### src/sv/lrad_pkg.sv
// ----------------------------------------------------------------------------
// lrad_pkg
// shared types and constants of the downlink resource allocation decoder
// ----------------------------------------------------------------------------
package lrad_pkg;

	localparam int unsigned NRB        = 25;
	localparam int unsigned FIELD_W    = 13;
	localparam int unsigned CNT_W      = 5;
	localparam int unsigned T0_PAIRS   = 12;
	localparam int unsigned T1_BITS    = 11;
	localparam int unsigned RIV_MAX    = 324;
	localparam int unsigned RECIP_MUL  = 41;
	localparam int unsigned RECIP_SHR  = 10;

	typedef enum logic [1:0] {
		MODE_T0   = 2'd0,
		MODE_T1   = 2'd1,
		MODE_LOC  = 2'd2,
		MODE_DIST = 2'd3
	} mode_t;

	typedef struct packed {
		logic [CNT_W-1:0] start;
		logic [CNT_W-1:0] len;
		logic             is_dist;
	} span_t;

	// (6p) mod 23, zero mapped to 23
	localparam logic [CNT_W-1:0] DIST_POS [NRB] = '{
		5'd23, 5'd6,  5'd12, 5'd18, 5'd1,  5'd7,  5'd13, 5'd19, 5'd2,  5'd8,
		5'd14, 5'd20, 5'd3,  5'd9,  5'd15, 5'd21, 5'd4,  5'd10, 5'd16, 5'd22,
		5'd5,  5'd11, 5'd17, 5'd23, 5'd6
	};

endpackage

### src/sv/lrad_riv_split.sv
// ----------------------------------------------------------------------------
// lrad_riv_split
// splits a resource indication value into quotient and remainder by 25
// ----------------------------------------------------------------------------
module lrad_riv_split (
	input  logic [lrad_pkg::FIELD_W-1:0] alloc_field,
	output logic [3:0]                   quo,
	output logic [4:0]                   rem,
	output logic                         riv_ok
);

	logic [8:0]  f9;
	logic [14:0] prod;
	logic [4:0]  quo5;
	logic [8:0]  rem9;

	always_comb begin
		f9     = alloc_field[8:0];
		prod   = 15'(f9) * 15'(lrad_pkg::RECIP_MUL);
		quo5   = prod[14:lrad_pkg::RECIP_SHR];
		rem9   = f9 - 9'(quo5) * 9'(lrad_pkg::NRB);
		quo    = quo5[3:0];
		rem    = rem9[4:0];
		riv_ok = (alloc_field <= lrad_pkg::FIELD_W'(lrad_pkg::RIV_MAX));
	end

endmodule

### src/sv/lrad_span_map.sv
// ----------------------------------------------------------------------------
// lrad_span_map
// expands a start and length into a localized or distributed block map
// ----------------------------------------------------------------------------
module lrad_span_map (
	input  lrad_pkg::span_t          span,
	output logic [lrad_pkg::NRB-1:0] map
);

	logic [5:0]                end_pos;
	logic [lrad_pkg::NRB-1:0]  in_span;
	logic [lrad_pkg::NRB-1:0]  dist_map;

	always_comb begin
		end_pos  = 6'(span.start) + 6'(span.len);
		dist_map = '0;
		for (int p = 0; p < lrad_pkg::NRB; p++) begin
			in_span[p] = (6'(p) >= 6'(span.start)) && (6'(p) < end_pos);
			if (in_span[p]) begin
				dist_map[lrad_pkg::DIST_POS[p]] = 1'b1;
			end
		end
		map = span.is_dist ? dist_map : in_span;
	end

endmodule

### src/sv/lte_rb_allocation_decoder.sv
// ----------------------------------------------------------------------------
// lte_rb_allocation_decoder
// decodes a downlink allocation field of a 25-block carrier into a block map
// ----------------------------------------------------------------------------
// channel   dir  handshake             payload
// request   in   start, busy           mode, alloc_field
// result    out  done (one cycle)      rb_bitmap, rb_count, first_block,
//                                      valid_res
//
// one request per cycle; its result shows on done after the register stages
// three register stages: riv split by 25, span and bitmap decode, span map
// busy stays low, the pipeline never stalls since results cannot be held off
// reset clears the stage valid bits only
// ----------------------------------------------------------------------------
module lte_rb_allocation_decoder (
	input  logic                          clk,
	input  logic                          arst_n,
	input  logic                          start,
	output logic                          busy,
	input  logic [1:0]                    mode,
	input  logic [lrad_pkg::FIELD_W-1:0]  alloc_field,
	output logic                          done,
	output logic [lrad_pkg::NRB-1:0]      rb_bitmap,
	output logic [lrad_pkg::CNT_W-1:0]    rb_count,
	output logic [lrad_pkg::CNT_W-1:0]    first_block,
	output logic                          valid_res
);

	localparam int unsigned NRB   = lrad_pkg::NRB;
	localparam int unsigned CNT_W = lrad_pkg::CNT_W;

	// stage 1
	logic [3:0]                   quo_c;
	logic [4:0]                   rem_c;
	logic                         riv_ok_c;
	logic                         valid_s1;
	lrad_pkg::mode_t              mode_s1;
	logic [lrad_pkg::FIELD_W-1:0] field_s1;
	logic [3:0]                   quo_s1;
	logic [4:0]                   rem_s1;
	logic                         riv_ok_s1;

	// stage 2
	logic [5:0]                   sum_c;
	lrad_pkg::span_t              span_c;
	logic [NRB-1:0]               map_c;
	logic [CNT_W-1:0]             cnt_c;
	logic [NRB-1:0]               t1_base;
	logic [3:0]                   pop_c;
	logic                         valid_s2;
	lrad_pkg::mode_t              mode_s2;
	logic                         riv_ok_s2;
	lrad_pkg::span_t              span_s2;
	logic [NRB-1:0]               map_s2;
	logic [CNT_W-1:0]             cnt_s2;

	// stage 3
	logic [NRB-1:0]               span_map_c;
	logic                         valid_s3;
	logic [NRB-1:0]               map_s3;
	logic [CNT_W-1:0]             cnt_s3;
	logic [CNT_W-1:0]             first_s3;
	logic                         res_ok_s3;

	assign busy = 1'b0;

	lrad_riv_split u_split (
		.alloc_field (alloc_field),
		.quo         (quo_c),
		.rem         (rem_c),
		.riv_ok      (riv_ok_c)
	);

	always_ff @(posedge clk or negedge arst_n) begin
		if (!arst_n) begin
			valid_s1 <= 1'b0;
			valid_s2 <= 1'b0;
			valid_s3 <= 1'b0;
		end else begin
			valid_s1 <= start && !busy;
			valid_s2 <= valid_s1;
			valid_s3 <= valid_s2;
		end
	end

	always_ff @(posedge clk) begin
		mode_s1   <= lrad_pkg::mode_t'(mode);
		field_s1  <= alloc_field;
		quo_s1    <= quo_c;
		rem_s1    <= rem_c;
		riv_ok_s1 <= riv_ok_c;
	end

	always_comb begin
		sum_c = 6'(quo_s1) + 6'(rem_s1);
		if (sum_c <= 6'(NRB - 1)) begin
			span_c.len   = CNT_W'(quo_s1) + 5'd1;
			span_c.start = rem_s1;
		end else begin
			span_c.len   = 5'(NRB + 1) - CNT_W'(quo_s1);
			span_c.start = 5'(NRB - 1) - rem_s1;
		end
		span_c.is_dist = (mode_s1 == lrad_pkg::MODE_DIST);

		map_c   = '0;
		t1_base = '0;
		pop_c   = '0;
		cnt_c   = '0;
		case (mode_s1)
			lrad_pkg::MODE_T0: begin
				for (int i = 0; i < lrad_pkg::T0_PAIRS; i++) begin
					map_c[2*i +: 2] = {2{field_s1[i]}};
					pop_c = pop_c + 4'(field_s1[i]);
				end
				map_c[NRB-1] = field_s1[lrad_pkg::T0_PAIRS];
				cnt_c = {pop_c, 1'b0} + CNT_W'(field_s1[lrad_pkg::T0_PAIRS]);
			end
			lrad_pkg::MODE_T1: begin
				for (int i = 0; i < lrad_pkg::T1_BITS; i++) begin
					t1_base[2*i] = field_s1[i+2];
					pop_c = pop_c + 4'(field_s1[i+2]);
				end
				cnt_c = CNT_W'(pop_c);
				case (field_s1[1:0])
					2'b00:   map_c = t1_base;
					2'b01:   map_c = t1_base << 1;
					2'b10:   map_c = t1_base << 4;
					2'b11:   map_c = t1_base << 3;
					default: map_c = t1_base;
				endcase
			end
			default: begin
				map_c = '0;
				cnt_c = '0;
			end
		endcase
	end

	always_ff @(posedge clk) begin
		mode_s2   <= mode_s1;
		riv_ok_s2 <= riv_ok_s1;
		span_s2   <= span_c;
		map_s2    <= map_c;
		cnt_s2    <= cnt_c;
	end

	lrad_span_map u_span (
		.span (span_s2),
		.map  (span_map_c)
	);

	always_ff @(posedge clk) begin
		if (mode_s2 inside {lrad_pkg::MODE_T0, lrad_pkg::MODE_T1}) begin
			map_s3    <= map_s2;
			cnt_s3    <= cnt_s2;
			first_s3  <= '0;
			res_ok_s3 <= 1'b1;
		end else if (riv_ok_s2) begin
			map_s3    <= span_map_c;
			cnt_s3    <= span_s2.len;
			first_s3  <= span_s2.start;
			res_ok_s3 <= 1'b1;
		end else begin
			map_s3    <= '0;
			cnt_s3    <= '0;
			first_s3  <= '0;
			res_ok_s3 <= 1'b0;
		end
	end

	assign done        = valid_s3;
	assign rb_bitmap   = map_s3;
	assign rb_count    = cnt_s3;
	assign first_block = first_s3;
	assign valid_res   = res_ok_s3;

endmodule

### config.mk
export PLATFORM = sky130hd
export DESIGN_NAME = lte_rb_allocation_decoder
export DESIGN_NICKNAME = d
export VERILOG_FILES = /design/src/sv/lrad_pkg.sv /design/src/sv/lrad_riv_split.sv /design/src/sv/lrad_span_map.sv /design/src/sv/lte_rb_allocation_decoder.sv
export SDC_FILE = /design/constraint.sdc
export NUM_CORES = 1
export LEC_CHECK = 0
export ABC_AREA = 1
export BUFFER_PORTS_ARGS = -buffer_cell sky130_fd_sc_hd__buf_2
export CORE_UTILIZATION = 50
export CTS_CLUSTER_SIZE = 10
export DETAILED_ROUTE_END_ITERATION = 10
export PLACE_DENSITY_LB_ADDON = 0.3
export SYNTH_ARGS = -nofsm -noshare
export SYNTH_HDL_FRONTEND = slang
export SYNTH_SLANG_ARGS = --single-unit
### constraint.sdc
create_clock -name clk -period 3.6 [get_ports clk]
set_input_delay 0.72 -clock clk [delete_from_list [all_inputs] [get_ports clk]]
set_output_delay 0.72 -clock clk [all_outputs]
set_load 0.01 [all_outputs]
==> load_flow_metrics.sql <==
INSERT INTO impl_metrics (metric_group, metric, value, unit) VALUES
('outcome', 'outcome', 'finished, violations left', ''),
('outcome', 'violated_checks', 'design-rule violations, negative setup slack', ''),
('detailed_routing', 'ant_nets', '0', ''),
('setup_path', 'critPathMaxStageDelay', '0.55', 'ns'),
('clocking', 'clock_sinks', '107', ''),
('setup_path', 'cpLargestDelayFamily', 'adder cells', ''),
('finish', 'antenna_cells_inserted', '0', ''),
('floorplan', 'num_rows', '39', ''),
('clocking', 'clock_tree.root_cell', 'clkbuf_16', ''),
('floorplan', 'fp.coreArea', '0.0116', 'sq mm'),
('timing', 'worst_slack', '-0.708', 'ns'),
('detailed_routing', 'postRouteWirelength', '16000', 'um'),
('setup_path', 'critPathBufInv', '2', ''),
('logic_synthesis', 'synth-main-ff-cell', 'dfxtp_1', ''),
('timing', 'max_transition_viols_final', '0', ''),
('logic_synthesis', 'ys_top_cells_by_area', 'dfxtp_1 (34%), ha_1 (12%), nand2_1 (11%), fa_1 (6.6%), inv_1 (6.0%)', ''),
('placement', 'dpl.hpwl', '12500', 'um'),
('detailed_routing', 'route.detailed.wl_per_inst', '16.0', 'um'),
('grt', 'grt_max_degree', '31', ''),
('min_path', 'hold_path.class', 'in2async', ''),
('finish', 'nets_finish', '949', ''),
('placement', 'dpl_cell_area', '0.00689', 'sq mm'),
('detailed_routing', 'vias_per_cell', '5.49', ''),
('logic_synthesis', 'post_synth_edffs', '0', ''),
('clocking', 'cts_tree', 'built', ''),
('clocking', 'clkTransAtPathRegs', '0.07', 'ns'),
('timing', 'layout_worst_path_cycle_share', '1.20', ''),
('timing', 'timing.final.crit_period', '4.31', 'ns'),
('setup_path', 'timing_worst_setup_path_type', 'in2reg', ''),
('detailed_routing', 'drt_drc', '6', ''),
('grt', 'grt_remaining_overflow', '0', ''),
('clocking', 'cts-root-to-sink-buffers', '2', ''),
('floorplan', 'chipWidth', '112', 'um'),
('setup_path', 'highest_fanout_seen_on_the_critical_path', '4', ''),
('setup_path', 'startpoint_type', 'input port', ''),
('pwr', 'power.total', '6.53', 'mW'),
('finish', 'layout_commonest_cell', 'nand2_1', ''),
('logic_synthesis', 'ys.warnings.count', '0', ''),
('detailed_routing', 'dr.pass1.iters', '8', ''),
('floorplan', 'initial_core_util', '0.524', ''),
('logic_synthesis', 'netlist-cell-type-count', '46', ''),
('timing', 'tightestPinTransition', '0.823', 'ns'),
('logic_synthesis', 'post-synth-top-area-fraction', '0.342', ''),
('logic_synthesis', 'synth_area', '0.00608', 'sq mm'),
('setup_path', 'critical_path.slowest_cell', 'fa_2', ''),
('logic_synthesis', 'synthesis.instances', '757', ''),
('grt', 'number_of_antenna_violations_at_the_first_check_in_global_routing', '0', ''),
('floorplan', 'design.portCount', '56', ''),
('logic_synthesis', 'synthesis_stage_register_bit_count', '107', ''),
('pwr', 'cellLeakagePower', '3.68', 'nW'),
('setup_path', 'category_of_the_worst_setup_path_capture_point', 'flip-flop', ''),
('clocking', 'worstSkewPairLatency', '0.36', 'ns'),
('finish', 'most_frequent_cells_in_the_layout', 'nand2_1 (164), dfxtp_1 (104), inv_1 (92)', ''),
('detailed_routing', 'drt_iter0_drc', '399', ''),
('logic_synthesis', 'synth.largest_area_cell', 'dfxtp_1', ''),
('logic_synthesis', 'synth.yosys.seq_area_share', '0.355', ''),
('detailed_routing', 'num_vias', '5492', ''),
('finish', 'ratio_of_cells_with_drive_above_1_in_the_final_layout', '0.219', ''),
('clocking', 'h-tree-depth', '3', ''),
('timing', 'achievable-frequency', '232', 'MHz'),
('flow_run', 'cap_viol_max_count', '0', ''),
('placement', 'buffer_ports.inserted', '54', ''),
('placement', 'globalplace.congestion', '0.927', ''),
('setup_path', 'crit_path_frequent_cell', 'nand2_1', ''),
('clocking', 'cts_hold_fix_bufs', '0', ''),
('grt', 'combined_global_route_utilization_of_all_metal_layers', '0.256', ''),
('grt', 'grt_pass1_wl', '25200', 'um'),
('setup_path', 'critical_path_arrival', '4.55', 'ns'),
('floorplan', 'die_h', '112', 'um'),
('setup_path', 'worst-endpoint-required', '3.85', 'ns'),
('timing', 'setup_viol', '3', '');
cells in the mapped netlist (3+ instances only):
library cell,n
nand2_1,171
dfxtp_1,104
inv_1,97
nand3_1,60
ha_1,59
nor2_1,45
o21ai_0,31
a21oi_1,28
o22ai_1,22
fa_1,20
clkbuf_1,15
nand4_1,13
xor2_1,10
nand3b_1,7
a22o_1,6
nand2_4,6
xnor2_1,5
nand2_2,4
nand3_2,4
nor2_2,4
o32ai_1,4
dfrtp_1,3
nor2_4,3
nor3_1,3
o211ai_1,3
o21ai_1,3
per-layer routing:
metal / up-vias / GRT usage / wire length (um)
met3: 40 / 0.0443 / 809
met1: 2584 / 0.305 / 6640
met4: 0 / 0.117 / 556
met2: 197 / 0.451 / 7960
li1: 2671 / - / -
met5: - / 0 / 0
report_power, final:
part / total [mW] / internal, mW / switching [mW] / leakage, nW
Combinational: 3.94 / 1.45 / 2.48 / 2.63
Clock: 0.994 / 0.544 / 0.450 / 0.147
Sequential: 1.60 / 1.39 / 0.214 / 0.897
kinds of logic (layout without fill, tap and decap cells):
logic type / Yosys count / count (layout) / share of synthesized area
AO/OA/AOI/OAI: 107 / 107 / 0.105
other: 1 / 1 / 0.000616
AND/OR/NAND/NOR: 330 / 330 / 0.255
XOR/XNOR: 16 / 16 / 0.0243
buffers and inverters: 117 / 217 / 0.0732
flip-flops: 107 / 107 / 0.355
adder cells (fa/ha/maj): 79 / 79 / 0.187
final cells by class:
class	count	area (sq um)
fill	986	4150
sequential	107	2160
timing repair buffer	102	686
tap	143	179
clock buffer	9	225
clock inverter	7	73.8
multi-input combinational	533	3770
inverter	99	374
path summary, 6_finish.rpt:
kind                                start   endpoint  slack (ns)  depth (start not counted)
max reg2reg                   field_s1[3]  cnt_s2[3]        0.16                         11
min in group clk                 valid_s1   valid_s2        0.36                          0
min reg2reg                      valid_s1   valid_s2        0.36                          0
min                                arst_n   valid_s2        0.15                          1
max in group asynchronous          arst_n       done        3.35                          1
max                        alloc_field[3]  rem_s1[4]       -0.71                         27
state kept, by name (all words and copies together), names as in the netlist:
register,cells
rb_count,5
mode_s2,1
map_s2,25
riv_ok_s1,1
cnt_s2,5
field_s1,13
valid_s2,1
riv_ok_s2,1
valid_res,1
span_s2,11
first_block,5
rem_s1,5
rb_bitmap,25
done,1
mode_s1,2
valid_s1,1
quo_s1,4
per-stage QoR:
stage	hold slack, ns	instances	worst slack, ns	utilization
global route	0.140	1000	-0.848	0.643
global placement	0.337	975	-0.912	0.593
CTS	0.140	997	-0.583	0.628
finish	0.148	1000	-0.708	0.643
detailed placement	0.337	975	-1.08	0.593
floorplan	0.310	757	-0.623	-
what timing repair did:
action                                 4_1_cts  5_1_grt
resized for setup                           12       31
pin swaps                                   27       37
endpoints found under the hold margin        0        0
setup endpoints to repair                    4        6
buffers inserted                             7        7
Power figures use the tool's default switching activity.
